==> config.mk <==
export PLATFORM = sky130hd
export DESIGN_NAME = isrt_cell
export DESIGN_NICKNAME = d
export VERILOG_FILES = /design/src/hdl/isrt_pkg.sv /design/src/hdl/isrt_cell.sv
export SDC_FILE = /design/constraint.sdc
export NUM_CORES = 1
export LEC_CHECK = 0
export BUFFER_PORTS_ARGS = -buffer_cell sky130_fd_sc_hd__buf_4
export CAP_MARGIN = 20
export CORE_MARGIN = 2
export CORE_UTILIZATION = 41
export DETAILED_ROUTE_END_ITERATION = 10
export GPL_ROUTABILITY_DRIVEN = 0
export PLACE_DENSITY = 0.82
export SLEW_MARGIN = 20
export SYNTH_ARGS = -nofsm -noshare
export SYNTH_HDL_FRONTEND = slang
export SYNTH_SLANG_ARGS = --single-unit
==> constraint.sdc <==
create_clock -name clk -period 4 [get_ports clk]
set_input_delay 0.4 -clock clk [delete_from_list [all_inputs] [get_ports clk]]
set_output_delay 0.4 -clock clk [all_outputs]
set_load 0.01 [all_outputs]
==> src/hdl/isrt_pkg.sv <==
`timescale 1ns / 1ps
// ----------------------------------------------------------------------------
// isrt_pkg
// Shared types and constants for the insertion sorter chain.
// ----------------------------------------------------------------------------
package isrt_pkg;

    localparam int CAPACITY = 64;
    localparam int VALUE_W  = 32;

    typedef logic signed [VALUE_W-1:0] value_t;

    // Per-cycle command broadcast to every cell of the chain
    typedef struct packed {
        logic insert;   // insert the broadcast value in sorted position
        logic shift;    // move every entry one cell toward the head
    } cell_ctrl_t;

endpackage

==> src/hdl/isrt_cell.sv <==
`timescale 1ns / 1ps
// ----------------------------------------------------------------------------
// isrt_cell
// One slot of the sorted chain: holds an entry, compares it against the
// broadcast value and trades entries with its neighbors.
// ----------------------------------------------------------------------------
module isrt_cell
    import isrt_pkg::*;
(
    input  logic       clk,
    input  logic       rst_n,
    input  cell_ctrl_t ctrl,
    input  value_t     new_value,
    input  value_t     left_value,
    input  logic       left_valid,
    input  logic       left_lt,
    input  value_t     right_value,
    input  logic       right_valid,
    output value_t     value,
    output logic       valid,
    output logic       lt
);

    value_t value_reg, value_next;
    logic   valid_reg, valid_next;

    // Empty slots act as +infinity so the chain stays monotonic
    assign lt = !valid_reg || (new_value < value_reg);

    always_comb
    begin
        value_next = value_reg;
        valid_next = valid_reg;
        if (ctrl.shift)
        begin
            value_next = right_value;
            valid_next = right_valid;
        end
        else if (ctrl.insert && lt)
        begin
            value_next = left_lt ? left_value : new_value;
            valid_next = valid_reg || left_valid;
        end
    end

    always_ff @(posedge clk or negedge rst_n)
    begin
        if (!rst_n)
        begin
            valid_reg <= 1'b0;
        end
        else
        begin
            valid_reg <= valid_next;
        end
    end

    always_ff @(posedge clk)
    begin
        value_reg <= value_next;
    end

    assign value = value_reg;
    assign valid = valid_reg;

endmodule

==> results.sh, run 1 <==
export IMPL_run_status="completed"
export IMPL_crit_required_ns=3.99
export IMPL_clock_insertion_delay_worst_skew_ns=0.28
export IMPL_dieArea_um2=6730
export IMPL_dr_first_iter_drc_count=66
export IMPL_cts_htree_levels=2
export IMPL_grt_start_max_net_pins=70
export IMPL_first_global_vias=2246
export IMPL_leakage_nw=1.88
export IMPL_place_detailed_hpwl_um=5250
export IMPL_number_of_antenna_violations_at_the_first_check_in_global_routing=0
export IMPL_setup_worst_path_class="register to register"
export IMPL_cell_internal_pwr_uw=777
export IMPL_ys_ff_latch=33
export IMPL_drt_wl_total_um=6480
export IMPL_syn_avg_cell_area_um2=9.57
export IMPL_clock_sinks=33
export IMPL_final_max_slew_violation_count=0
export IMPL_chipHeight_um=82.0
export IMPL_timing_critical_path_fanout_max=19
export IMPL_count_of_antenna_violating_nets_left_after_detailed_routing=0
export IMPL_ys_types=31
export IMPL_power_switching_uw=337
export IMPL_fin_hold_ws_ns=0.346
export IMPL_clock_tree_from_tritoncts="yes"
export IMPL_via_count=2318
export IMPL_layout_worst_path_cycle_share_pct=71.0
export IMPL_share_seq_of_total_power_pct=41.8
export IMPL_power_share_clock_pct=21.1
export IMPL_finalHoldViolCount=0
export IMPL_grt_first_pass_wirelength_um=9830
export IMPL_postSynthNetCount=395
export IMPL_cts_root_buf="sky130_fd_sc_hd__clkbuf_8"
export IMPL_drc=0
export IMPL_achievable_frequency_ghz=0.352
export IMPL_maxCapViolCount=0
export IMPL_drive_above_1_share_pct=37.1
export IMPL_floorplan_initialDensity_pct=42.2
export IMPL_viasPerCell=4.92
export IMPL_layout_cells_most_common="sky130_fd_sc_hd__buf_4"
export IMPL_p_per_area_nw_per_um2=302
export IMPL_final_cell_mix="136 x sky130_fd_sc_hd__buf_4, 44 x sky130_fd_sc_hd__nand2_1, 37 x sky130_fd_sc_hd__o21ai_0"
export IMPL_clock_path_buffers=2
export IMPL_cts_resized=0
export IMPL_tightest_slew_ns=0.685
export IMPL_fin_nets=529
export IMPL_swShare_pct=30.2
export IMPL_track_usage_pct=19.3
export IMPL_rsz0062_at_grt="no"
export IMPL_netlist_instances=261
export IMPL_core_um2=5920
export IMPL_timing_hold_worst_class="input port to register"
export IMPL_clk_pin_slew_ns=0.06
export IMPL_cp_arrival_ns=2.83
export IMPL_row_count=28
export IMPL_final_setup_tns_ns=0
export IMPL_largest_register_ffs=32
export IMPL_dr_pass1_iters=4
export IMPL_grt_overflow=0
export IMPL_placement_io_buffers=136
export IMPL_worstSetupEndpointType="register"
export IMPL_finClkSkew_ns=0.00568
export IMPL_post_cts_setup_buffers=0
export IMPL_dieWidth_um=82.0
export IMPL_antenna_cells=0
export IMPL_cts_inserted_buffers=5
export IMPL_share_comb_of_total_power_pct=37.0
export IMPL_vdd_drop_max_uv=190
export IMPL_synth_seq_area_share_pct=39.5
export IMPL_boundaryPins=137
export IMPL_final_period_minus_worst_setup_slack_ns=2.84
export IMPL_setup_violations=0
export IMPL_syn2layout_area_growth_pct=47.7
export IMPL_mappedNetlistArea_um2=2500
export IMPL_worst_setup_path_start_kind="register"
export IMPL_detail_route_wl_per_cell_um=13.8
export IMPL_ys_warnings=0
export IMPL_timing_slew_headroom_pct=54.2
per-stage QoR:
stage / util [%] / area (um2) / power [mW] / setup slack (ns) / instances
2_1_floorplan: - / 2500 / 0.676 / 0.673 / 261
3_3_place_gp: 60.8 / 3600 / 0.874 / 1.11 / 462
3_5_place_dp: 60.8 / 3600 / 0.888 / 1.00 / 462
4_1_cts: 62.3 / 3690 / 1.12 / 1.11 / 471
5_1_grt: 62.3 / 3690 / 1.18 / 0.961 / 471
6_report: 62.3 / 3690 / 1.11 / 1.16 / 471
synthesized netlist by cell type:
| library cell | instances | area share, % |
|---|---|---|
| sky130_fd_sc_hd__mux2_1 | 1 | 0.45 |
| sky130_fd_sc_hd__mux2i_1 | 32 | 13 |
| sky130_fd_sc_hd__nor2_1 | 4 | 0.60 |
| sky130_fd_sc_hd__a211oi_1 | 1 | 0.30 |
| sky130_fd_sc_hd__clkbuf_1 | 8 | 1.2 |
| sky130_fd_sc_hd__nor3_1 | 1 | 0.20 |
| sky130_fd_sc_hd__a21o_1 | 1 | 0.30 |
| sky130_fd_sc_hd__o41ai_2 | 1 | 0.65 |
| sky130_fd_sc_hd__a211o_1 | 1 | 0.35 |
| sky130_fd_sc_hd__dfrtp_1 | 1 | 1.0 |
| sky130_fd_sc_hd__nand4_2 | 1 | 0.50 |
| sky130_fd_sc_hd__o2bb2ai_1 | 1 | 0.35 |
| sky130_fd_sc_hd__nor4b_1 | 1 | 0.35 |
| sky130_fd_sc_hd__o211ai_1 | 1 | 0.30 |
| sky130_fd_sc_hd__and3b_1 | 1 | 0.35 |
| sky130_fd_sc_hd__edfxtp_1 | 32 | 38 |
| sky130_fd_sc_hd__a21oi_1 | 13 | 2.6 |
| sky130_fd_sc_hd__or2b_1 | 1 | 0.30 |
| sky130_fd_sc_hd__ha_1 | 31 | 16 |
| sky130_fd_sc_hd__nor4_4 | 1 | 0.85 |
| sky130_fd_sc_hd__a31oi_1 | 2 | 0.50 |
| sky130_fd_sc_hd__buf_2 | 3 | 0.60 |
| sky130_fd_sc_hd__inv_1 | 32 | 4.8 |
| sky130_fd_sc_hd__a221oi_1 | 1 | 0.35 |
| sky130_fd_sc_hd__nand2b_1 | 1 | 0.25 |
| sky130_fd_sc_hd__and4_2 | 1 | 0.40 |
| sky130_fd_sc_hd__o311a_1 | 1 | 0.40 |
| sky130_fd_sc_hd__nand2_1 | 44 | 6.6 |
| sky130_fd_sc_hd__nand4_1 | 3 | 0.75 |
| sky130_fd_sc_hd__o21ai_0 | 37 | 7.4 |
| sky130_fd_sc_hd__nand3_1 | 2 | 0.40 |
power groups by stage:
stage,Sequential (mW),Combinational [mW],Clock [mW]
after floorplan,0.494,0.182,0
after global placement,0.471,0.403,0
after detailed placement,0.474,0.414,0
after CTS,0.466,0.418,0.240
after global routing,0.473,0.459,0.252
final,0.466,0.412,0.236
cell families (layout without fill, tap and decap cells):
| group | after synthesis | in the layout | synth area share [%] |
|---|---|---|---|
| AO/OA/AOI/OAI | 60 | 60 | 13.5 |
| buffers and inverters | 43 | 178 | 6.61 |
| adder cells (fa/ha/maj) | 31 | 31 | 15.5 |
| AND/OR/NAND/NOR | 61 | 61 | 11.6 |
| flip-flops | 33 | 33 | 39.5 |
| multiplexers | 33 | 33 | 13.3 |
final timing paths:
path / start / to / slack [ns] / depth (start not counted)
setup / recovery: value[31] / value[13] / 1.16 / 9
hold / removal: right_valid / valid / 0.35 / 3
setup reg to reg: value[31] / value[13] / 1.16 / 9
hold reg to reg: valid / valid / 0.67 / 2
max in group asynchronous: rst_n / valid / 3.48 / 2
min in group asynchronous: rst_n / valid / 0.44 / 2
final cells by class:
type / count / area (um2)
inverter: 32 / 120
sequential: 33 / 986
fill: 516 / 2230
multi-input combinational: 185 / 1360
timing repair buffer: 138 / 1050
tap: 75 / 93.8
clock buffer: 8 / 80.1
worst max-delay path, cell delays in order (launching register included):
cell	delay (ns)
sky130_fd_sc_hd__edfxtp_1	0.36
sky130_fd_sc_hd__inv_1	0.06
sky130_fd_sc_hd__ha_1	0.37
sky130_fd_sc_hd__nand4_2	0.18
sky130_fd_sc_hd__nor4_4	0.33
sky130_fd_sc_hd__nand2_1	0.08
sky130_fd_sc_hd__o211ai_1	0.15
sky130_fd_sc_hd__nor4b_1	0.14
sky130_fd_sc_hd__nor3_4	0.63
sky130_fd_sc_hd__buf_12	0.25
layer usage:
| metal | global-route usage [%] | part of all wire, % |
|---|---|---|
| met1 | 20.9 | 39 |
| met2 | 37.0 | 52 |
| met3 | 4.18 | 7.3 |
| met5 | 0 | 0 |
| met4 | 6.00 | 1.9 |
timing repair:
item                       4_1_cts  5_1_grt
hold endpoints to repair         1        0
setup endpoints to repair        0        0
hold buffers                     1        0
Power figures use the tool's default switching activity.
==> run 2, diff against run 1 <==
--- a/config.mk
+++ b/config.mk
@@ -8,10 +8,10 @@
 export BUFFER_PORTS_ARGS = -buffer_cell sky130_fd_sc_hd__buf_4
 export CAP_MARGIN = 20
 export CORE_MARGIN = 2
-export CORE_UTILIZATION = 41
+export CORE_UTILIZATION = 45
 export DETAILED_ROUTE_END_ITERATION = 10
 export GPL_ROUTABILITY_DRIVEN = 0
-export PLACE_DENSITY = 0.82
+export PLACE_DENSITY = 0.85
 export SLEW_MARGIN = 20
 export SYNTH_ARGS = -nofsm -noshare
 export SYNTH_HDL_FRONTEND = slang
==> constraint.sdc (replaced) <==
create_clock -name clk -period 2.8 [get_ports clk]
set_input_delay 0.28 -clock clk [delete_from_list [all_inputs] [get_ports clk]]
set_output_delay 0.28 -clock clk [all_outputs]
set_load 0.01 [all_outputs]
==> results.sh, run 2 (same netlist as run 1, synthesis figures left out) <==
export IMPL_run_status="completed"
export IMPL_finalHoldViolCount=0
export IMPL_finClkSkew_ns=0.00705
export IMPL_setup_violations=0
export IMPL_clock_path_buffers=2
export IMPL_drt_wl_total_um=6600
export IMPL_place_detailed_hpwl_um=5200
export IMPL_row_count=27
export IMPL_clock_insertion_delay_worst_skew_ns=0.28
export IMPL_multiInputGateArea_um2=1440
export IMPL_maxCapViolCount=0
export IMPL_timing_rr_end="value[21]"
export IMPL_detail_route_wl_per_cell_um=14.0
export IMPL_number_of_antenna_violations_at_the_first_check_in_global_routing=0
export IMPL_grt_overflow=0
export IMPL_worst_setup_path_start_kind="register"
export IMPL_dieWidth_um=78.5
export IMPL_placement_io_buffers=136
export IMPL_drc=0
export IMPL_timing_hold_worst_class="input port to register"
export IMPL_clock_tree_from_tritoncts="yes"
export IMPL_dr_pass1_iters=4
export IMPL_cts_root_buf="sky130_fd_sc_hd__clkbuf_8"
export IMPL_grt_start_max_net_pins=43
export IMPL_drive_above_1_share_pct=41.4
export IMPL_critical_path_most_common_cell="sky130_fd_sc_hd__a31oi_1"
export IMPL_final_period_minus_worst_setup_slack_ns=2.66
export IMPL_tightest_slew_ns=0.560
export IMPL_syn2layout_area_growth_pct=52.2
export IMPL_final_cell_mix="140 x sky130_fd_sc_hd__buf_4, 43 x sky130_fd_sc_hd__nand2_1, 37 x sky130_fd_sc_hd__o21ai_0, 32 x sky130_fd_sc_hd__mux2i_1, 32 x sky130_fd_sc_hd__edfxtp_1"
export IMPL_worst_path_buf_inv=2
export IMPL_dieArea_um2=6160
export IMPL_worst_r2r_setup_slack_ns=0.29
export IMPL_boundaryPins=137
export IMPL_layout_worst_path_cycle_share_pct=94.9
export IMPL_floorplan_initialDensity_pct=45.9
export IMPL_first_global_vias=2347
export IMPL_core_um2=5440
export IMPL_track_usage_pct=21.0
export IMPL_fin_nets=532
export IMPL_r2r_worst_path_cells=10
export IMPL_grt_first_pass_wirelength_um=10400
export IMPL_clock_sinks=33
export IMPL_leakage_nw=1.91
export IMPL_count_of_antenna_violating_nets_left_after_detailed_routing=0
export IMPL_achievable_frequency_ghz=0.376
export IMPL_timing_slew_headroom_pct=62.6
export IMPL_final_max_slew_violation_count=0
export IMPL_pre_cts_setup_slack_ns=0.324
export IMPL_via_count=2436
export IMPL_whs_path_depth=3
export IMPL_antenna_cells=0
export IMPL_cts_htree_levels=2
export IMPL_post_route_worst_setup_slack_ns=0.142
export IMPL_chipHeight_um=78.5
export IMPL_final_setup_tns_ns=0
export IMPL_clk_pin_slew_ns=0.07
export IMPL_startpoint_of_the_lowest_slack_hold_path="right_valid"
export IMPL_cp_arrival_ns=2.38
export IMPL_area_sequential_um2=986
export IMPL_hold_end="valid"
export IMPL_largest_register_ffs=32
export IMPL_setup_worst_path_class="register to primary output"
export IMPL_layout_cells_most_common="sky130_fd_sc_hd__buf_4"
export IMPL_fin_hold_ws_ns=0.210
export IMPL_dr_first_iter_drc_count=82
export IMPL_critical_path_top_delay_family="compound AO/OA/AOI/OAI gates"
export IMPL_p_per_area_nw_per_um2=443
export IMPL_cts_inserted_buffers=5
export IMPL_crit_chain="inv_2, ha_4, a211o_1, a31oi_1, o311a_1, o41ai_2, a31oi_1, mux2_1, buf_4"
export IMPL_timing_critical_path_slowest_cell_delay_ns=0.40
export IMPL_placed_cells=461
export IMPL_vdd_drop_max_uv=329
export IMPL_worstSetupEndpointType="primary output"
export IMPL_timing_critical_path_fanout_max=2
export IMPL_viasPerCell=5.17
export IMPL_crit_required_ns=2.52
export IMPL_crit_path_top_delay_cell="sky130_fd_sc_hd__edfxtp_1"
export IMPL_rsz0062_at_grt="no"
export IMPL_r2r_start="value[30]"
export IMPL_fill_cells=429
export IMPL_final_instance_count_excl_fill=471
==> run 2: cell types whose count changed in the layout (fill, tap and decap cells not counted), moves of 2 or more <==
cell,delta
sky130_fd_sc_hd__clkbuf_1,-3
sky130_fd_sc_hd__a21oi_2,+2
sky130_fd_sc_hd__a21oi_1,-2
sky130_fd_sc_hd__buf_4,+4
sky130_fd_sc_hd__inv_2,+2
sky130_fd_sc_hd__clkbuf_8,+2
sky130_fd_sc_hd__ha_4,+5
sky130_fd_sc_hd__inv_1,-2
sky130_fd_sc_hd__ha_1,-5
==> run 2: power by group <==
part	internal (mW)	leakage, nW	switching, mW
logic	0.326	1.51	0.300
clock network	0.222	0.0542	0.173
registers	0.629	0.339	0.0349
==> run 2: through the flow <==
step	power [mW]	area [um2]	utilization, %
after global placement	1.25	3630	66.8
after floorplan	0.978	2550	-
after global routing	1.80	3800	69.9
final	1.69	3800	69.9
after detailed placement	1.28	3630	66.8
after CTS	1.67	3750	68.9
==> run 2: tightest hold or removal path: stages <==
cell and delay, ns:
sky130_fd_sc_hd__buf_4 0.07, sky130_fd_sc_hd__nand2_1 0.04, sky130_fd_sc_hd__o21ai_0 0.06
==> run 2: worst max-delay path by stage <==
stage	endpoint	cells after the start	from
floorplan	value[0]	8	value[21]
global placement	lt	9	new_value[2]
detailed placement	value[15]	9	new_value[21]
CTS	lt	9	value[21]
global route	lt	9	value[21]
finish	lt	9	value[2]
==> run 2: timing repair <==
| action | in CTS | in global routing |
|---|---|---|
| endpoints found under the hold margin | 1 | 0 |
| hold buffers | 1 | 0 |
| setup endpoints to repair | 0 | 1 |
| buffers inserted | 0 | 1 |
| gates resized for setup | 0 | 7 |
==> run 2: final cells by class <==
class                   count  share of cell area, %
clock inverters             1                  0.132
repair buffers            141                   27.9
well taps                  72                   2.37
flip-flops and latches     33                   25.9
multi-input cells         185                   38.0
inverters                  32                   3.16
clock buffers               7                   2.53
==> run 2: routing by layer <==
layer | global-route usage, % | share of wire (%) | up-vias
met1 | 25.6 | 41 | 1133
met2 | 36.8 | 51 | 90
met3 | 4.83 | 6.1 | 10
met4 | 6.49 | 1.8 | 0
met5 | 0 | 0 | -
li1 | - | - | 1203
==> run 3, diff against run 2 <==
--- a/config.mk
+++ b/config.mk
@@ -11,6 +11,7 @@
 export CORE_UTILIZATION = 45
 export DETAILED_ROUTE_END_ITERATION = 10
 export GPL_ROUTABILITY_DRIVEN = 0
+export GPL_TIMING_DRIVEN = 0
 export PLACE_DENSITY = 0.85
 export SLEW_MARGIN = 20
 export SYNTH_ARGS = -nofsm -noshare
==> results.sh, run 3 (same netlist as run 1, synthesis figures left out) <==
export IMPL_run_status="completed"
export IMPL_final_period_minus_worst_setup_slack_ns=2.69
export IMPL_global_route_usage_met3_pct=2.87
export IMPL_swShare_pct=29.2
export IMPL_finalInstanceArea_um2=3840
export IMPL_setup_worst_path_class="register to primary output"
export IMPL_fin_nets=542
export IMPL_detail_route_wl_per_cell_um=14.7
export IMPL_boundaryPins=137
export IMPL_postPlaceCellArea_um2=3680
export IMPL_clock_tree_from_tritoncts="yes"
export IMPL_leakage_nw=1.93
export IMPL_final_instance_count_excl_fill=481
export IMPL_floorplan_initialDensity_pct=45.9
export IMPL_power_switching_uw=516
export IMPL_finClkSkew_ns=0.00913
export IMPL_clk_pin_slew_ns=0.07
export IMPL_layout_cells_most_common="sky130_fd_sc_hd__buf_4"
export IMPL_timing_critical_path_fanout_max=2
export IMPL_layout_worst_path_cycle_share_pct=96.2
export IMPL_worst_setup_path_start_kind="register"
export IMPL_timing_hold_worst_class="input port to register"
export IMPL_drc=0
export IMPL_placed_cells=470
export IMPL_maxCapViolCount=0
export IMPL_grt_first_pass_wirelength_um=10900
export IMPL_r2r_start="value[26]"
export IMPL_grt_start_max_net_pins=13
export IMPL_grt_most_used_layer="met2"
export IMPL_cts_htree_levels=2
export IMPL_chipHeight_um=78.5
export IMPL_power_share_clock_pct=26.5
export IMPL_drive_above_1_share_pct=39.4
export IMPL_placement_io_buffers=135
export IMPL_crit_required_ns=2.52
export IMPL_timing_rr_end="value[0]"
export IMPL_finalHoldViolCount=0
export IMPL_largest_register_ffs=32
export IMPL_dr_first_iter_drc_count=64
export IMPL_count_of_antenna_violating_nets_left_after_detailed_routing=0
export IMPL_vdd_drop_max_uv=252
export IMPL_globalRouteMet2Util_pct=39.7
export IMPL_p_per_area_nw_per_um2=459
export IMPL_final_max_slew_violation_count=0
export IMPL_grt_overflow=0
export IMPL_worst_r2r_setup_slack_ns=0.27
export IMPL_antenna_cells=0
export IMPL_worstSetupEndpointType="primary output"
export IMPL_share_seq_of_total_power_pct=37.7
export IMPL_cts_inserted_buffers=5
export IMPL_syn2layout_area_growth_pct=53.8
export IMPL_track_usage_pct=22.4
export IMPL_dieArea_um2=6160
export IMPL_setup_violations=0
export IMPL_dieWidth_um=78.5
export IMPL_grt_met1_usage_pct=27.4
export IMPL_whs_path_depth=3
export IMPL_achievable_frequency_ghz=0.371
export IMPL_clock_insertion_delay_worst_skew_ns=0.28
export IMPL_clock_sinks=33
export IMPL_cts_root_buf="sky130_fd_sc_hd__clkbuf_8"
export IMPL_dr_pass1_iters=4
export IMPL_row_count=27
export IMPL_hold_end="valid"
export IMPL_via_count=2483
export IMPL_cp_arrival_ns=2.41
export IMPL_number_of_antenna_violations_at_the_first_check_in_global_routing=0
export IMPL_clock_path_buffers=2
export IMPL_startpoint_of_the_lowest_slack_hold_path="right_valid"
export IMPL_drt_wl_total_um=7080
export IMPL_core_um2=5440
export IMPL_place_detailed_hpwl_um=5800
export IMPL_share_comb_of_total_power_pct=35.7
export IMPL_final_cell_mix="137 x sky130_fd_sc_hd__buf_4, 44 x sky130_fd_sc_hd__nand2_1, 37 x sky130_fd_sc_hd__o21ai_0, 32 x sky130_fd_sc_hd__mux2i_1, 32 x sky130_fd_sc_hd__edfxtp_1"
export IMPL_tightest_slew_ns=0.491
export IMPL_first_global_vias=2457
export IMPL_timing_slew_headroom_pct=67.3
export IMPL_r2r_worst_path_cells=10
export IMPL_cell_internal_pwr_mw=1.25
export IMPL_viasPerCell=5.16
-- run 3: what timing repair did --
action / CTS / global route
setup buffers: 0 / 2
hold endpoints to repair: 1 / 0
hold buffers: 1 / 0
endpoints found under the setup margin: 0 / 24
resized for setup: 0 / 2
-- run 3: worst max-delay path: stages, from the launching register on --
cell and delay, ns:
sky130_fd_sc_hd__edfxtp_1 0.40, sky130_fd_sc_hd__inv_1 0.11, sky130_fd_sc_hd__ha_4 0.20, sky130_fd_sc_hd__a211o_1 0.25
sky130_fd_sc_hd__a31oi_1 0.18, sky130_fd_sc_hd__o311a_1 0.22, sky130_fd_sc_hd__o41ai_2 0.09, sky130_fd_sc_hd__a31oi_1 0.20
sky130_fd_sc_hd__mux2_1 0.35, sky130_fd_sc_hd__buf_4 0.15
-- run 3: power by group through the flow --
stage / sequential [mW] / clock, mW / combinational (mW)
after floorplan: 0.706 / 0 / 0.273
after global placement: 0.673 / 0 / 0.582
after detailed placement: 0.676 / 0 / 0.616
after CTS: 0.666 / 0.477 / 0.619
after global routing: 0.673 / 0.494 / 0.696
final: 0.665 / 0.468 / 0.630
-- run 3: metrics by stage --
stage | util [%] | power, mW | setup TNS [ns] | setup slack, ns | hold slack (ns)
floorplan | - | 0.978 | 0 | 0.00694 | -0.0156
global placement | 67.1 | 1.26 | -14.65 | -0.459 | 0.0557
detailed placement | 67.7 | 1.29 | 0 | 0.0567 | 0.0563
CTS | 70.0 | 1.76 | 0 | 0.0274 | 0.206
global route | 70.6 | 1.86 | -0.0481 | -0.0481 | 0.236
finish | 70.6 | 1.76 | 0 | 0.106 | 0.211
-- run 3: layout make-up --
class | instances | area, um2
multi-input cells | 185 | 1410
clock inverters | 1 | 30.0
clock buffers | 7 | 86.3
well taps | 72 | 90.1
flip-flops and latches | 33 | 986
fillers | 425 | 1600
plain buffers | 11 | 45.0
inverters | 32 | 120
repair buffers | 140 | 1070
-- run 3: metal layers --
layer | share of wire (%) | wire, um | up-vias
met5 | 0 | 0 | -
met4 | 2.1 | 146 | 0
met3 | 4.9 | 344 | 14
met2 | 52 | 3670 | 94
met1 | 41 | 2920 | 1152
li1 | - | - | 1223
-- run 3: worst max path at each step --
stage / slack [ns] / from / endpoint / cells after the start
after floorplan: 0.007 / value[21] / value[0] / 8
after global placement: -0.46 / new_value[2] / value[16] / 8
after detailed placement: 0.06 / new_value[27] / value[18] / 9
after CTS: 0.03 / value[2] / lt / 9
after global routing: -0.05 / value[23] / lt / 9
final: 0.11 / value[2] / lt / 9
